<file path="src/rtl/core/segment_intersection_unit_assert.svh">
// -----------------------------------------------------------------------------
// Assertion macros for the segment intersection unit
// Shared forms of the concurrent checks, clocked on clk and idle in reset.
// -----------------------------------------------------------------------------
`ifndef SEGMENT_INTERSECTION_UNIT_ASSERT_SVH
`define SEGMENT_INTERSECTION_UNIT_ASSERT_SVH

// The consequent must hold in the same cycle as the antecedent.
`define SGI_ASSERT_NOW(lbl, ante, cons, msg) \
	lbl: assert property (@(posedge clk) disable iff (!arst_n) (ante) |-> (cons)) \
		else $error(msg);

// The consequent must hold in the cycle after the antecedent.
`define SGI_ASSERT_NEXT(lbl, ante, cons, msg) \
	lbl: assert property (@(posedge clk) disable iff (!arst_n) (ante) |=> (cons)) \
		else $error(msg);

`endif

</file>
<file path="src/rtl/core/sgi_pkg.sv">
// -----------------------------------------------------------------------------
// Segment intersection unit package
// Operation codes, the operation class passed down the pipeline, and fixed sizes.
// -----------------------------------------------------------------------------
package sgi_pkg;

	localparam int TOL_W = 31;
	localparam logic [TOL_W-1:0] TOL_RESET = 31'd1;
	localparam int QUEUE_DEPTH = 4;

	typedef enum logic [1:0] {
		OP_SEG   = 2'd0,
		OP_LINE  = 2'd1,
		OP_POINT = 2'd2,
		OP_NONE  = 2'd3
	} op_t;

	typedef struct packed {
		logic isect;
		logic line_only;
		logic point;
	} op_class_t;

	localparam int CLASS_W = $bits(op_class_t);

endpackage

</file>
<file path="src/rtl/core/sgi_queue.sv">
// -----------------------------------------------------------------------------
// Segment intersection decoupling queue
// A short first-in first-out store between the front end and the datapath.
// -----------------------------------------------------------------------------
module sgi_queue import sgi_pkg::*; #(
	parameter int DATA_W = 8
) (
	input  logic              clk,
	input  logic              arst_n,
	input  logic              push,
	input  logic [DATA_W-1:0] wdata,
	output logic              full,
	input  logic              pop,
	output logic [DATA_W-1:0] rdata,
	output logic              not_empty
);

	localparam int AW = $clog2(QUEUE_DEPTH);

	logic [DATA_W-1:0] mem [0:QUEUE_DEPTH-1];
	logic [AW-1:0]     wr_ptr_q;
	logic [AW-1:0]     rd_ptr_q;
	logic [AW:0]       count_q;

	assign full      = (count_q == (AW+1)'(QUEUE_DEPTH));
	assign not_empty = (count_q != '0);
	assign rdata     = mem[rd_ptr_q];

	always_ff @(posedge clk) begin
		if (push) begin
			mem[wr_ptr_q] <= wdata;
		end
	end

	always_ff @(posedge clk or negedge arst_n) begin
		if (!arst_n) begin
			wr_ptr_q <= '0;
			rd_ptr_q <= '0;
			count_q  <= '0;
		end else begin
			if (push) begin
				wr_ptr_q <= wr_ptr_q + 1'b1;
			end
			if (pop) begin
				rd_ptr_q <= rd_ptr_q + 1'b1;
			end
			if (push && !pop) begin
				count_q <= count_q + 1'b1;
			end else if (pop && !push) begin
				count_q <= count_q - 1'b1;
			end
		end
	end

endmodule

</file>
<file path="config.mk">
export PLATFORM = sky130hd
export DESIGN_NAME = sgi_queue
export DESIGN_NICKNAME = d
export VERILOG_FILES = /design/src/rtl/core/segment_intersection_unit_assert.svh /design/src/rtl/core/sgi_pkg.sv /design/src/rtl/core/sgi_queue.sv
export SDC_FILE = /design/constraint.sdc
export NUM_CORES = 1
export LEC_CHECK = 0
export BUFFER_PORTS_ARGS = -buffer_cell sky130_fd_sc_hd__buf_2
export CORE_ASPECT_RATIO = 0.8
export CORE_MARGIN = 4
export CORE_UTILIZATION = 35
export DETAILED_ROUTE_END_ITERATION = 8
export GPL_ROUTABILITY_DRIVEN = 0
export PLACE_DENSITY = 0.58
export SLEW_MARGIN = 20
export SYNTH_ARGS = -nofsm -noshare
export SYNTH_HDL_FRONTEND = slang
export SYNTH_SLANG_ARGS = --single-unit
</file>
<file path="constraint.sdc">
create_clock -name clk -period 2.4 [get_ports clk]
set_clock_uncertainty 0.1 [all_clocks]
set_input_delay 0.12 -clock clk [delete_from_list [all_inputs] [get_ports clk]]
set_output_delay 0.12 -clock clk [all_outputs]
set_load 0.05 [all_outputs]
</file>
==> metrics.txt <==
status finished clean; initial antenna violation count 0; vias per inst 4.42; syn nets 94; GRT overflow 0; relative slew slack 58.8%; endpoints failing setup 0; CTS tree built; port buffer count 21; Die Area 0.00556 mm^2; Synth-to-Final Area Change 22.9%; number of global-route vias before repair 799; Post-Synth Adder-Cell Area 5.33%; Fin. Hold Viols 0; DPL Wire Length 1720 um; Final WS setup 0.334 ns; VDD IR-drop max 0.000486 V; Setup TNS 0 ns; number of synthesized register bits 39; Worst EP arrival 1.85 ns; largest stage delay on the critical path 0.74 ns; Core Util, Final 45.0%; WL/cell 14.7 um; CP max-delay cell dfrtp_1; Pleak 0.708 nW; post-synthesis average cell area 20.4 um^2; register area share after synthesis 73.3%; Max Freq 484 MHz; post-CTS setup buffer count 0; IO Count 22; Resized Gates After CTS 0; Post-Synthesis Cells 76; CTS buffer count 5; DIE WIDTH 82.4 um; largest family of logic cells by synthesized area multiplexers; Post-Synth Simple-Gate Area 3.23%; share of layout cells above drive strength 1 32.5%; worst min path class input port to asynchronous set/reset pin; Setup CP Type flip-flop to output pin; CTS root buffer clkbuf_8; drt total wl 2510 um; CP Buf/Inv Count 1; Initial Utilization 36.6%; drt first pass iters 3; antenna viol nets, final 0; Filler cells 373; critical path's top delay family flip-flops; DP Worst Slack 0.607 ns; mux cell area share after synthesis 12.4%; most frequent cells in the layout 32 x edfxtp_1, 21 x buf_2, 11 x dlygate4sd3_1; Nets 131; H-tree lvl count 2; clk slew on worst S/H paths 0.07 ns; placed inst area 0.00171 mm^2; initial DRC count 32; clk buf depth 2; CTS sink cnt 39; global-route wire length before repair 3930 um; fin crit share 86.1%; core area 0.00423 mm^2; gr usage total 10.5%; ANT cells 0; DRC Markers 0; crit path cell chain mux4_2 -> buf_2; Synth Cell Area 0.00155 mm^2; Core Rows 21; Final Total Pwr 0.00235 W; Final Cell Area 0.00190 mm^2; Slew @ Worst Pin 0.619 ns; critical path endpoint category output pin; power density over the cells 1230 mW/mm^2; via count 756; critical path startpoint category flip-flop; post-synthesis xor/xnor area fraction 3.39%; CP Max Fanout 10; Die Ht 67.5 um; worst skew pair latency 0.28 ns; RSZ-0062 raised after global routing false; minimum clock period 2.07 ns; commonest non-fill, non-tap cell in the layout edfxtp_1; max cap viols 0; max-slew violations 0; warnings from Yosys 0; complex-gate fraction of the synthesized area 0.323%; Synth cell types 17; Worst EP required 2.18 ns; largest net degree at the start of global routing 13
-- registers in the layout, indices dropped and copies added (netlist names) --
| signal | count |
|---|---|
| count_q | 3 |
| rd_ptr_q | 2 |
| mem | 32 |
| wr_ptr_q | 2 |
-- metal layers --
| metal | track usage, % | routed length (um) |
|---|---|---|
| met5 | 0 | 0 |
| met4 | 5.60 | 58 |
| met3 | 3.60 | 112 |
| met2 | 17.3 | 1250 |
| met1 | 12.0 | 1090 |
-- metrics by stage --
stage | std cells | hold WS [ns]
floorplan | 76 | -0.276
global placement | 152 | -0.135
detailed placement | 152 | -0.135
CTS | 171 | 0.0831
global route | 171 | 0.104
finish | 171 | 0.0890
-- power by group --
| group | switching, W | internal [W] | total (W) |
|---|---|---|---|
| Combinational | 0.000562 | 0.000312 | 0.000874 |
| Clock | 0.000218 | 0.000203 | 0.000421 |
| Sequential | 0.000149 | 0.000907 | 0.00106 |
| Total | 0.000929 | 0.00142 | 0.00235 |
-- worst paths after layout --
check	start	to	slack, ns	cells past startpoint
setup / recovery	rd_ptr_q[0]$_DFFE_PN0P_	rdata[5]	0.33	2
hold / removal	arst_n	count_q[0]$_DFFE_PN0P_	0.09	2
setup reg to reg	wr_ptr_q[0]$_DFFE_PN0P_	mem[2][7]$_DFFE_PP_	0.87	3
hold reg to reg	count_q[2]$_DFFE_PN0P_	count_q[2]$_DFFE_PN0P_	0.38	1
max in group asynchronous	arst_n	rd_ptr_q[1]$_DFFE_PN0P_	1.96	2
min in group clk	count_q[2]$_DFFE_PN0P_	count_q[2]$_DFFE_PN0P_	0.38	1
-- kinds of logic (layout without fill, tap and decap cells) --
logic type               count (synthesis)  in the layout
buffers and inverters                    6             44
adder cells (fa/ha/maj)                  6              6
flip-flops                              39             39
multiplexers                             9              9
XOR/XNOR                                 6              6
AND/OR/NAND/NOR                          9              9
AO/OA/AOI/OAI                            1              1
-- cells in the mapped netlist (all sizes together) --
cell type / n / share of area (%)
inv: 4 / 0.97
mux2: 1 / 0.73
nand2: 2 / 0.48
xnor2: 2 / 1.1
nor3b: 1 / 0.48
nor2: 1 / 0.24
buf: 2 / 1.0
xor2: 4 / 2.3
or3: 1 / 0.40
o21ai: 1 / 0.32
edfxtp: 32 / 62
dfrtp: 7 / 11
fa: 1 / 1.3
and2: 4 / 1.6
mux4: 8 / 12
ha: 5 / 4.0
-- area by class of cell --
type	count	area, um^2	area share [%]
flip-flops and latches	39	1140	59.7
multi-input cells	31	382	20.0
repair buffers	32	215	11.3
clock buffers	6	72.6	3.81
well taps	57	71.3	3.75
inverters	4	15.0	0.788
clock inverters	2	12.5	0.657
-- repair_timing --
item                                   CTS  global route
endpoints found under the hold margin   41             0
setup endpoints to repair                0             0
hold buffers                            11             0
Note: power is estimated with default switching activity, not from simulation.
